`src/rtl/kpq_pkg.sv`:
```
`timescale 1ns / 1ps
`default_nettype none
// ----------------------------------------------------------------------------
// kpq_pkg
// Shared types, constants and helpers for the keypad scanner with key queue.
// ----------------------------------------------------------------------------
package kpq_pkg;

    localparam int QUEUE_DEPTH = 8;
    localparam int SLOT_W      = (QUEUE_DEPTH > 1) ? $clog2(QUEUE_DEPTH) : 1;
    localparam int FILL_W      = $clog2(QUEUE_DEPTH + 1);

    localparam int NIB_W  = 4;
    localparam int NUM_COLS = 4;
    localparam int CODE_W = 5;
    localparam int OUT_FILL_W = 4;

    // operation codes
    localparam logic OP_SCAN = 1'b0;
    localparam logic OP_READ = 1'b1;

    // row line patterns, active low
    localparam logic [NIB_W-1:0] NIB_IDLE = 4'hF;
    localparam logic [NIB_W-1:0] NIB_ROW0 = 4'hE;
    localparam logic [NIB_W-1:0] NIB_ROW1 = 4'hD;
    localparam logic [NIB_W-1:0] NIB_ROW2 = 4'hB;
    localparam logic [NIB_W-1:0] NIB_ROW3 = 4'h7;

    typedef struct packed {
        logic              found;
        logic [CODE_W-1:0] code;
    } t_key;

    typedef struct packed {
        logic [CODE_W-1:0]     key_code;
        logic                  key_pushed;
        logic                  key_dropped;
        logic [OUT_FILL_W-1:0] queue_fill;
    } t_result;

    function automatic logic [1:0] row_of(input logic [NIB_W-1:0] nib);
        logic [1:0] row;
        unique case (nib)
            NIB_ROW1: row = 2'd1;
            NIB_ROW2: row = 2'd2;
            NIB_ROW3: row = 2'd3;
            default:  row = 2'd0;
        endcase
        return row;
    endfunction

endpackage
`default_nettype wire

```
`src/rtl/kpq_decode.sv`:
```
`timescale 1ns / 1ps
`default_nettype none
// ----------------------------------------------------------------------------
// kpq_decode
// Picks the first active column and its row, and forms the key code.
// ----------------------------------------------------------------------------
module kpq_decode (
    input  wire logic [kpq_pkg::NIB_W-1:0] i_rows_col0,
    input  wire logic [kpq_pkg::NIB_W-1:0] i_rows_col1,
    input  wire logic [kpq_pkg::NIB_W-1:0] i_rows_col2,
    input  wire logic [kpq_pkg::NIB_W-1:0] i_rows_col3,
    output kpq_pkg::t_key                  o_key
);

    logic [kpq_pkg::NIB_W-1:0] nib;
    logic [1:0]                col;
    logic                      found;

    always_comb begin
        found = 1'b1;
        priority if (i_rows_col0 != kpq_pkg::NIB_IDLE) begin
            nib = i_rows_col0;
            col = 2'd0;
        end else if (i_rows_col1 != kpq_pkg::NIB_IDLE) begin
            nib = i_rows_col1;
            col = 2'd1;
        end else if (i_rows_col2 != kpq_pkg::NIB_IDLE) begin
            nib = i_rows_col2;
            col = 2'd2;
        end else begin
            nib   = i_rows_col3;
            col   = 2'd3;
            found = (i_rows_col3 != kpq_pkg::NIB_IDLE);
        end
    end

    assign o_key.found = found;
    assign o_key.code  = kpq_pkg::CODE_W'({kpq_pkg::row_of(nib), col})
                         + kpq_pkg::CODE_W'(1);

endmodule
`default_nettype wire

```
`src/rtl/kpq_queue.sv`:
```
`timescale 1ns / 1ps
`default_nettype none
// ----------------------------------------------------------------------------
// kpq_queue
// Circular key queue: push on scan, pop on read, forms the result fields.
// ----------------------------------------------------------------------------
module kpq_queue (
    input  wire logic        i_clk,
    input  wire logic        i_rst_n,
    input  wire logic        i_en,
    input  wire logic        i_operation,
    input  wire kpq_pkg::t_key i_key,
    output kpq_pkg::t_result o_result
);

    logic [kpq_pkg::CODE_W-1:0] r_store [kpq_pkg::QUEUE_DEPTH];
    logic [kpq_pkg::SLOT_W-1:0] r_wr_slot, n_wr_slot;
    logic [kpq_pkg::SLOT_W-1:0] r_rd_slot, n_rd_slot;
    logic [kpq_pkg::FILL_W-1:0] r_fill, n_fill;

    logic full;
    logic empty;
    logic push;
    logic pop;
    logic dropped;

    function automatic logic [kpq_pkg::SLOT_W-1:0] advance(
        input logic [kpq_pkg::SLOT_W-1:0] slot
    );
        logic [kpq_pkg::SLOT_W-1:0] nxt;
        if (slot == kpq_pkg::SLOT_W'(kpq_pkg::QUEUE_DEPTH - 1)) begin
            nxt = '0;
        end else begin
            nxt = slot + kpq_pkg::SLOT_W'(1);
        end
        return nxt;
    endfunction

    assign full    = (r_fill == kpq_pkg::FILL_W'(kpq_pkg::QUEUE_DEPTH));
    assign empty   = (r_fill == '0);
    assign push    = (i_operation == kpq_pkg::OP_SCAN) && i_key.found && !full;
    assign dropped = (i_operation == kpq_pkg::OP_SCAN) && i_key.found && full;
    assign pop     = (i_operation == kpq_pkg::OP_READ) && !empty;

    always_comb begin
        n_wr_slot = push ? advance(r_wr_slot) : r_wr_slot;
        n_rd_slot = pop ? advance(r_rd_slot) : r_rd_slot;
        n_fill    = r_fill;
        if (push) begin
            n_fill = r_fill + kpq_pkg::FILL_W'(1);
        end else if (pop) begin
            n_fill = r_fill - kpq_pkg::FILL_W'(1);
        end
    end

    always_ff @(posedge i_clk) begin
        if (!i_rst_n) begin
            r_wr_slot <= '0;
            r_rd_slot <= '0;
            r_fill    <= '0;
        end else if (i_en) begin
            r_wr_slot <= n_wr_slot;
            r_rd_slot <= n_rd_slot;
            r_fill    <= n_fill;
        end
    end

    always_ff @(posedge i_clk) begin
        if (i_en && push) begin
            r_store[r_wr_slot] <= i_key.code;
        end
    end

    assign o_result.key_code    = pop ? r_store[r_rd_slot] : '0;
    assign o_result.key_pushed  = push;
    assign o_result.key_dropped = dropped;
    assign o_result.queue_fill  = kpq_pkg::OUT_FILL_W'(n_fill);

endmodule
`default_nettype wire

```
`src/rtl/matrix_keypad_scan_fifo_unit.sv`:
```
`timescale 1ns / 1ps
`default_nettype none
// ----------------------------------------------------------------------------
// matrix_keypad_scan_fifo_unit
// 4x4 keypad scanner feeding an eight-entry key queue.
// ----------------------------------------------------------------------------
// Takes one request per clock unless o_in_stall is high, and returns one result
// per request. The request is captured in the input register, then passes
// through the column decode and queue update into the result register, which
// drives the outputs. The queue lives in flip-flops, so a request's pop sees
// a key pushed by the request just before it.
// A stalled result holds the input side only once the input register is
// also occupied.
module matrix_keypad_scan_fifo_unit (
    input  wire logic                           i_clk,
    input  wire logic                           i_rst_n,
    input  wire logic                           i_in_valid,
    output      logic                           o_in_stall,
    input  wire logic                           i_operation,
    input  wire logic [kpq_pkg::NIB_W-1:0]      i_rows_col0,
    input  wire logic [kpq_pkg::NIB_W-1:0]      i_rows_col1,
    input  wire logic [kpq_pkg::NIB_W-1:0]      i_rows_col2,
    input  wire logic [kpq_pkg::NIB_W-1:0]      i_rows_col3,
    output      logic                           o_out_valid,
    input  wire logic                           i_out_stall,
    output      logic [kpq_pkg::CODE_W-1:0]     o_key_code,
    output      logic                           o_key_pushed,
    output      logic                           o_key_dropped,
    output      logic [kpq_pkg::OUT_FILL_W-1:0] o_queue_fill
);

    logic                      r_in_valid;
    logic                      r_op;
    logic [kpq_pkg::NIB_W-1:0] r_rows0;
    logic [kpq_pkg::NIB_W-1:0] r_rows1;
    logic [kpq_pkg::NIB_W-1:0] r_rows2;
    logic [kpq_pkg::NIB_W-1:0] r_rows3;

    logic             r_out_valid;
    kpq_pkg::t_result r_result;

    kpq_pkg::t_key    key;
    kpq_pkg::t_result result;
    logic             adv;
    logic             accept;

    assign adv        = r_in_valid && (!r_out_valid || !i_out_stall);
    assign o_in_stall = r_in_valid && r_out_valid && i_out_stall;
    assign accept     = i_in_valid && !o_in_stall;

    // input register
    always_ff @(posedge i_clk) begin
        if (!i_rst_n) begin
            r_in_valid <= 1'b0;
        end else if (accept) begin
            r_in_valid <= 1'b1;
        end else if (adv) begin
            r_in_valid <= 1'b0;
        end
    end

    always_ff @(posedge i_clk) begin
        if (accept) begin
            r_op    <= i_operation;
            r_rows0 <= i_rows_col0;
            r_rows1 <= i_rows_col1;
            r_rows2 <= i_rows_col2;
            r_rows3 <= i_rows_col3;
        end
    end

    kpq_decode u_decode (
        .i_rows_col0 (r_rows0),
        .i_rows_col1 (r_rows1),
        .i_rows_col2 (r_rows2),
        .i_rows_col3 (r_rows3),
        .o_key       (key)
    );

    kpq_queue u_queue (
        .i_clk       (i_clk),
        .i_rst_n     (i_rst_n),
        .i_en        (adv),
        .i_operation (r_op),
        .i_key       (key),
        .o_result    (result)
    );

    // result register
    always_ff @(posedge i_clk) begin
        if (!i_rst_n) begin
            r_out_valid <= 1'b0;
        end else if (adv) begin
            r_out_valid <= 1'b1;
        end else if (!i_out_stall) begin
            r_out_valid <= 1'b0;
        end
    end

    always_ff @(posedge i_clk) begin
        if (adv) begin
            r_result <= result;
        end
    end

    assign o_out_valid   = r_out_valid;
    assign o_key_code    = r_result.key_code;
    assign o_key_pushed  = r_result.key_pushed;
    assign o_key_dropped = r_result.key_dropped;
    assign o_queue_fill  = r_result.queue_fill;

endmodule
`default_nettype wire

```
`config.mk`:
```
export PLATFORM = sky130hd
export DESIGN_NAME = matrix_keypad_scan_fifo_unit
export DESIGN_NICKNAME = d
export VERILOG_FILES = /design/src/rtl/kpq_pkg.sv /design/src/rtl/kpq_decode.sv /design/src/rtl/kpq_queue.sv /design/src/rtl/matrix_keypad_scan_fifo_unit.sv
export SDC_FILE = /design/constraint.sdc
export NUM_CORES = 1
export LEC_CHECK = 0
export BUFFER_PORTS_ARGS = -buffer_cell sky130_fd_sc_hd__buf_2
export CAP_MARGIN = 40
export CELL_PAD_IN_SITES_DETAIL_PLACEMENT = 1
export CELL_PAD_IN_SITES_GLOBAL_PLACEMENT = 2
export CORE_MARGIN = 2
export CORE_UTILIZATION = 30
export CTS_CLUSTER_SIZE = 16
export DETAILED_ROUTE_END_ITERATION = 16
export GPL_ROUTABILITY_DRIVEN = 0
export PLACE_DENSITY = 0.59
export SLEW_MARGIN = 20
export SYNTH_ARGS = -nofsm -noshare
export SYNTH_HDL_FRONTEND = slang
export SYNTH_HIERARCHICAL = 1
export SYNTH_SLANG_ARGS = --single-unit
```
`constraint.sdc`:
```
create_clock -name i_clk -period 4.1 [get_ports i_clk]
set_input_delay 0.82 -clock i_clk [delete_from_list [all_inputs] [get_ports i_clk]]
set_output_delay 0.82 -clock i_clk [all_outputs]
set_load 0.05 [all_outputs]
```
==> implementation parameters, run 1 <==
Parameter                              Value

Run status
  Result of the run    complete, no violations

Synthesis
  Ys Warns    6
  Area of the mapped netlist    roughly 0.0037 mm2
  Number of synthesized register bits    83
  Cells after synthesis    245
  Synth Flop Type    edfxtp_1
  Mean instance size in the synthesized netlist    approximately 15 um2
  Unique masters post-synth    between 50 and 60
  Number of enable-type register cells in the synthesized netlist    ~70
  Register area share after synthesis    0.641
  Fraction of registers with async set or reset after synthesis    0
  Syn Nets    about 270

Routing
  Ratio of routed vias to standard cells    about 5.0
  Initial drt markers    around 90
  Routed len/inst    roughly 17 um
  Number of remaining DRC errors    0
  Routed via count    ~2200
  Total Routed Length    7.60 mm
  Number of search-and-repair iterations in the first detailed-routing pass    4
  Antenna viol nets, final    0

Global route
  First-pass GRT wire length    approximately 13 mm
  Vias in the first global route    about 2400
  Pin count of the biggest net entering global routing    19
  Number of antenna violations at the first check in global routing    0
  Grt total ovfl    0
  Total track usage    0.128

Power
  Sw Share    0.232
  Combinational cell fraction of total power    0.064
  Total power density per cell area    442 mW/mm2
  Max VDD drop    ~0.18 mV
  Static power due to leakage    ~1.5 nW
  Clk network pwr share    0.432
  Sequential cell fraction of total power    0.504
  Cell-internal power    1.45 mW
  Net switching component of the power    about 0.44 mW

Worst setup path
  Setup crit end kind    flop
  WS Path Type    flop to flop
  Startpoint Class    flop
  Max FO, Critical Path    6
  Crit path arrival time    ~2.4 ns
  WP data required    4.07 ns

CTS
  Latest clock arrival within the worst-skew pair    approximately 0.34 ns
  Register clock-pin slew on the reported worst setup and hold paths    approximately 0.06 ns
  CTS tree    built
  Buffers from clock root to sink, at most    2
  H-tree depth    3
  Clock Sink Count    83
  Resized cells post-CTS    0
  Buffer type at the clock tree root    clkbuf_16
  Number of buffers inserted for hold repair after clock tree synthesis    0
  Number of CTS-inserted buffers    9
  Post-CTS Setup Bufs    0

STA
  Fin Hold WS    a little over 0.5 ns
  Final critical path time including I/O delays and setup    2.43 ns
  Slew at the pin with the worst max-slew slack    0.749 ns
  Share of the clock period used by the worst path    0.593
  Count of final max-slew check failures    0
  Final Hold Fails    0
  Layout Skew    about 0.0067 ns
  Number of endpoints failing setup at the final stage    0
  RSZ-0062 raised after global routing    false
  Slew HR    0.500
  Total Negative Setup Slacks    0 ns
  Max Clk Rate    between 400 and 500 MHz

Die
  Die Span Y    114 um
  Chip Width    ~110 um
  Die Footprint    roughly 0.013 mm2
  IO Pins    34
  Initial core utilization    0.305
  Cell row count    40
  Core area    0.0120 mm2

Placement
  Post-detailed-placement half-perimeter wirelength    roughly 5.5 mm
  Placed standard-cell area    approximately 0.0040 mm2
  Buffers on Ports    33

Cells and area
  Area used by multi-input combinational logic    0.00122 mm2
  Leading cell type in the layout, fill and taps excluded    edfxtp_1
  Diode count    0
  Leading cell types in the layout, fill and taps excluded    edfxtp_1 (68), buf_2 (35), nand2_1 (16), dfxtp_1 (15), mux4_2 (10)
  Sequential cell area    0.00234 mm2
  Final design utilization    0.358
  Area added between synthesis and finish    17.2%
  Post-layout nets    about 310
  Share of final-layout standard cells stronger than drive strength 1    0.271
  Filler cells    1243
  Post-route design area    0.00428 mm2

Hold path
  Worst hold path type    flop to flop

Run
  Max cap viols    0
-- synthesized netlist by cell type (3+ instances only) --
| library cell | number | area [um2] |
|---|---|---|
| a21oi_1 | 4 | 20.0 |
| inv_1 | 6 | 22.5 |
| nor2b_1 | 5 | 31.3 |
| ha_1 | 7 | 87.6 |
| nor3b_1 | 3 | 22.5 |
| nand4b_1 | 6 | 52.6 |
| nor2_1 | 6 | 22.5 |
| nand3b_1 | 4 | 30.0 |
| buf_4 | 4 | 30.0 |
| o21ai_0 | 8 | 40.0 |
| nor4_1 | 3 | 18.8 |
| a22o_1 | 5 | 43.8 |
| nor3_1 | 6 | 30.0 |
| a21boi_0 | 6 | 45.0 |
| o22ai_1 | 3 | 18.8 |
| mux4_2 | 10 | 225 |
| nand2_1 | 16 | 60.1 |
| and3_1 | 5 | 31.3 |
| and3b_1 | 3 | 26.3 |
| dfxtp_1 | 15 | 300 |
| nand3_1 | 6 | 30.0 |
| edfxtp_1 | 68 | 2040 |
-- through the flow --
stage | instances | setup slack [ns] | total power [mW]
after floorplan | 245 | 0.625 | 1.05
after global placement | 418 | 1.45 | 1.09
after detailed placement | 420 | 1.45 | 1.09
after CTS | 436 | 1.56 | 1.92
after global routing | 438 | 1.44 | 1.96
final | 438 | 1.67 | 1.89
-- kinds of logic (layout without fill, tap and decap cells) --
logic type | count (synthesis) | in the layout | share of synthesized area
AOI/OAI and AO/OA | 42 | 42 | 0.0849
muxes | 12 | 12 | 0.0671
buffers and inverters | 17 | 63 | 0.0267
and+or+nand+nor | 81 | 81 | 0.149
DFF | 83 | 83 | 0.641
xor gates and xnor gates | 3 | 3 | 0.00719
adders and majority gates | 7 | 7 | 0.0240
-- registers in the layout, summed over array words and instances (netlist names), named ones only --
signal	flops
r_op	1
u_queue/r_fill	4
o_key_pushed	1
u_queue/r_rd_slot	3
u_queue/r_store	40
o_key_code	5
o_out_valid	1
r_rows3	4
r_in_valid	1
u_queue/r_wr_slot	3
o_queue_fill	4
r_rows2	4
r_rows1	4
o_key_dropped	1
r_rows0	4
-- worst paths after layout --
check                                start                     to  slack (ns)  depth (start not counted)
worst max-delay path            r_rows0[3]  u_queue/r_store[3][0]        1.67                          6
worst min-delay path            r_in_valid            o_out_valid        0.51                          2
worst max register to register  r_rows0[3]  u_queue/r_store[3][0]        1.67                          6
worst min register to register  r_in_valid            o_out_valid        0.51                          2
-- worst max-delay path, cell delays in order, from the launching register on --
cell and delay, ns:
edfxtp_1 0.49, nand4_4 0.20, nor3_1 0.11, nand2_1 0.17, and3b_1 0.25, nand3_1 0.17, nor3b_1 0.68
-- power groups by stage --
stage	sequential, mW	clock (mW)	combinational (mW)
6_report	0.953	0.817	0.121
5_1_grt	0.957	0.873	0.133
4_1_cts	0.954	0.847	0.123
3_5_place_dp	0.972	0	0.123
3_3_place_gp	0.971	0	0.122
2_1_floorplan	0.987	0	0.0671
-- routing by layer --
layer	vias up	share of wire	global-route usage
met2	38	0.48	0.201
met1	1103	0.48	0.173
met5	-	0	0
met4	0	0.016	0.0512
met3	8	0.031	0.0307
li1	1059	-	-
-- area by class of cell --
| cell class | count | share of cell area |
|---|---|---|
| Multi-Input combinational cell | 145 | 0.284 |
| Tap cell | 147 | 0.0429 |
| Sequential cell | 83 | 0.547 |
| Clock buffer | 9 | 0.0526 |
| Inverter | 6 | 0.00526 |
| Clock inverter | 7 | 0.0178 |
| Timing Repair Buffer | 41 | 0.0502 |
No activity file was read; power rests on OpenSTA's default activity.
==> run 2: changes to the inputs <==
Settings changed: ABC_AREA set to 1, PLACE_DENSITY 0.59 to 0.64.
Clock period 4.1 ns to 2.27 ns, I/O delays scaled along.
==> run 2 against run 1 <==
- global-route usage up 0.45 points
- largest power group unchanged
- first-iteration DRC count down 30%
- clock-buffer cell count up 2
- synthesized cell count up 42%
- setup slack worse by 1.5 ns
- cell count up 28%
- critical path depth up 5
- core utilization up 0.53 points
- register-to-register slack worse by 1.5 ns
- non-clock buffer count down 2
- largest cell class unchanged
- hold slack worse by 0.23 ns
==> implementation parameters, run 2 <==
Parameter                              Value

Worst setup path
  Bufs and invs on worst path    1
  Startpoint Class    flop
  Critical path's largest stage delay    between 0.4 and 0.5 ns
  Crit path max-delay family    simple AND/OR/NAND/NOR gates
  WP data required    approximately 2.3 ns
  Flop2flop setup slack    0.16 ns
  Worst path slowest cell    edfxtp_1
  Cell count along the critical path    11
  Setup crit end kind    flop
  Crit Reg-Reg Startpoint    r_rows0[2]
  Cell Chain, Critical Path    nand2_2 > nor2_4 > nand2_1 > nor2_1 > nand3_1 > inv_1 > nor2_2 > nand2_4 > nor2_1 > nand2_1 > nor2_1
  Worst path most repeated cell    nor2_1
  Max FO, Critical Path    6
  WS Path Type    flop to flop
  Crit path arrival time    2.11 ns
  Crit. Startpoint    r_rows0[2]
  Length in cells of the worst reg-to-reg path    11
  Capture instance of the worst register-to-register path    u_queue/r_store[0][0]

Die
  IO Pins    34
  Core area    0.0121 mm2
  Initial core utilization    0.310
  Die Span Y    ~120 um
  Cell row count    40
  Die Footprint    0.0134 mm2
  Chip Width    ~120 um

Cells and area
  Diode count    0
  Leading cell types in the layout, fill and taps excluded    edfxtp_1 (68), nand2_1 (52), nor2_1 (46), inv_1 (36), buf_2 (33)
  Post-route design area    ~0.0044 mm2
  Final design utilization    0.363
  Post-layout nets    417
  Area added between synthesis and finish    17.3%
  Number of flip-flops under the largest register name    40
  Largest register by flop count    u_queue/r_store
  Leading cell type in the layout, fill and taps excluded    edfxtp_1
  Share of final-layout standard cells stronger than drive strength 1    0.251

Global route
  Number of antenna violations at the first check in global routing    0
  First-pass GRT wire length    ~13 mm
  Vias in the first global route    2703
  Grt total ovfl    0
  Pin count of the biggest net entering global routing    21
  Total track usage    0.133

STA
  Final Hold Fails    0
  Layout Skew    approximately 0.010 ns
  Max Clk Rate    roughly 470 MHz
  RSZ-0062 raised after global routing    true
  Share of the clock period used by the worst path    0.928
  Number of endpoints failing setup at the final stage    0
  Slew HR    0.586
  Final critical path time including I/O delays and setup    2.11 ns
  Slew at the pin with the worst max-slew slack    a little over 0.6 ns
  Count of final max-slew check failures    0

Run
  Max cap viols    0

Placement
  Placed standard-cell area    0.00411 mm2
  Post-detailed-placement half-perimeter wirelength    5.99 mm
  Buffers on Ports    33

Power
  Static power due to leakage    ~1.7 nW
  Total power density per cell area    between 700 and 800 mW/mm2
  PnR Total Power    roughly 3.5 mW
  Combinational cell fraction of total power    0.093
  Max VDD drop    between 0.5 and 0.6 mV
  Sequential cell fraction of total power    0.496
  Clk network pwr share    0.412
  Net switching component of the power    ~0.84 mW
  Cell-internal power    around 2.6 mW
  Sw Share    0.242

Synthesis
  Area of the mapped netlist    roughly 0.0038 mm2
  Ys Warns    6
  Cells taking the most area after synthesis    edfxtp_1 (54%), dfxtp_1 (8.0%), nand2_1 (5.2%)
  Leading cell type by number of instances after synthesis    edfxtp_1
  Register area share after synthesis    0.624
  Post-synthesis cell type with the largest combined area    edfxtp_1
  Cells after synthesis    about 350
  Number of synthesized register bits    between 80 and 90
  Share of the synthesized area in the top cell type    0.544
  Fraction of registers with async set or reset after synthesis    0
  Post-synth top cells    edfxtp_1 (68), nand2_1 (52), nor2_1 (48), inv_1 (36), o21ai_0 (28)
  Synth Flop Type    edfxtp_1
  Number of enable-type register cells in the synthesized netlist    slightly below 70
  Unique masters post-synth    29
  Syn Nets    between 300 and 400
  Mean instance size in the synthesized netlist    10.7 um2

CTS
  CTS tree    built
  Buffer type at the clock tree root    clkbuf_16
  H-tree depth    3
  Post-CTS Setup Bufs    0
  Latest clock arrival within the worst-skew pair    about 0.35 ns
  Buffers from clock root to sink, at most    2
  Number of CTS-inserted buffers    9
  Clock Sink Count    83
  Register clock-pin slew on the reported worst setup and hold paths    ~0.06 ns

Routing
  Antenna viol nets, final    0
  Routed len/inst    roughly 14 um
  Ratio of routed vias to standard cells    between 4 and 5
  Routed length on met2    around 4 mm
  Initial drt markers    64
  Total Routed Length    7.91 mm
  Met3 routed WL    ~290 um
  Number of remaining DRC errors    0
  Routed via count    between 2000 and 2500
  Number of search-and-repair iterations in the first detailed-routing pass    4
  Highest routed layer    met4
  Met1 WL    about 3.5 mm

Hold path
  Startpoint of the most critical hold path    i_rows_col2[0]
  Worst hold path type    input port to flop
  Hold-critical path endpoint    r_rows2[0]
  Cell depth of the worst min-delay path    1

Run status
  Result of the run    complete, no violations
==> run 2: cells by family (layout without fill, tap and decap cells) <==
group                      count (synthesis)  in the layout  synth area share
adders and majority gates                  7              7            0.0233
AOI/OAI and AO/OA                         49             49            0.0740
buffers and inverters                     53             98            0.0634
muxes                                      5              5            0.0133
xor gates and xnor gates                   3              3           0.00701
DFF                                       83             83             0.624
and+or+nand+nor                          149            149             0.194
==> run 2: worst max path at each step <==
stage                       endpoint  slack (ns)
2_1_floorplan  u_queue/r_store[0][0]        0.26
3_3_place_gp   u_queue/r_store[2][2]        0.23
3_5_place_dp   u_queue/r_store[2][2]        0.13
4_1_cts        u_queue/r_store[2][2]        0.13
5_1_grt        u_queue/r_store[6][0]       -0.04
6_report       u_queue/r_store[0][0]        0.16
==> run 2: power by group through the flow <==
stage / combinational [mW] / sequential [mW] / clock, mW
finish: 0.323 / 1.73 / 1.44
global route: 0.366 / 1.74 / 1.54
CTS: 0.330 / 1.73 / 1.50
detailed placement: 0.329 / 1.76 / 0
global placement: 0.330 / 1.76 / 0
floorplan: 0.199 / 1.80 / 0
==> run 2: stage by stage <==
step           hold WS (ns)  TNS (ns)  setup WS [ns]  std cells
2_1_floorplan         0.457         0          0.258        349
3_3_place_gp          0.485         0          0.226        546
3_5_place_dp          0.489         0          0.134        546
4_1_cts               0.266         0          0.135        562
5_1_grt               0.266    -0.400        -0.0429        562
6_report              0.284         0          0.165        562
==> run 2: cell type report <==
type | count | area [um2]
repair buffers | 39 | 210
multi-input cells | 213 | 1180
inverters | 43 | 169
fillers | 1395 | 7710
clock buffers | 11 | 233
clock inverters | 5 | 56.3
well taps | 168 | 210
flip-flops and latches | 83 | 2340
==> run 2: timing repair <==
item,4_1_cts,5_1_grt
resized for setup,0,2
hold buffers,0,0
endpoints found under the setup margin,0,15
==> run 2: per-layer routing <==
layer  vias to the layer above  global-route usage
met5                         -                   0
met4                         0              0.0675
met3                        14              0.0445
met2                        42               0.227
met1                      1168               0.149
li1                       1248                   -
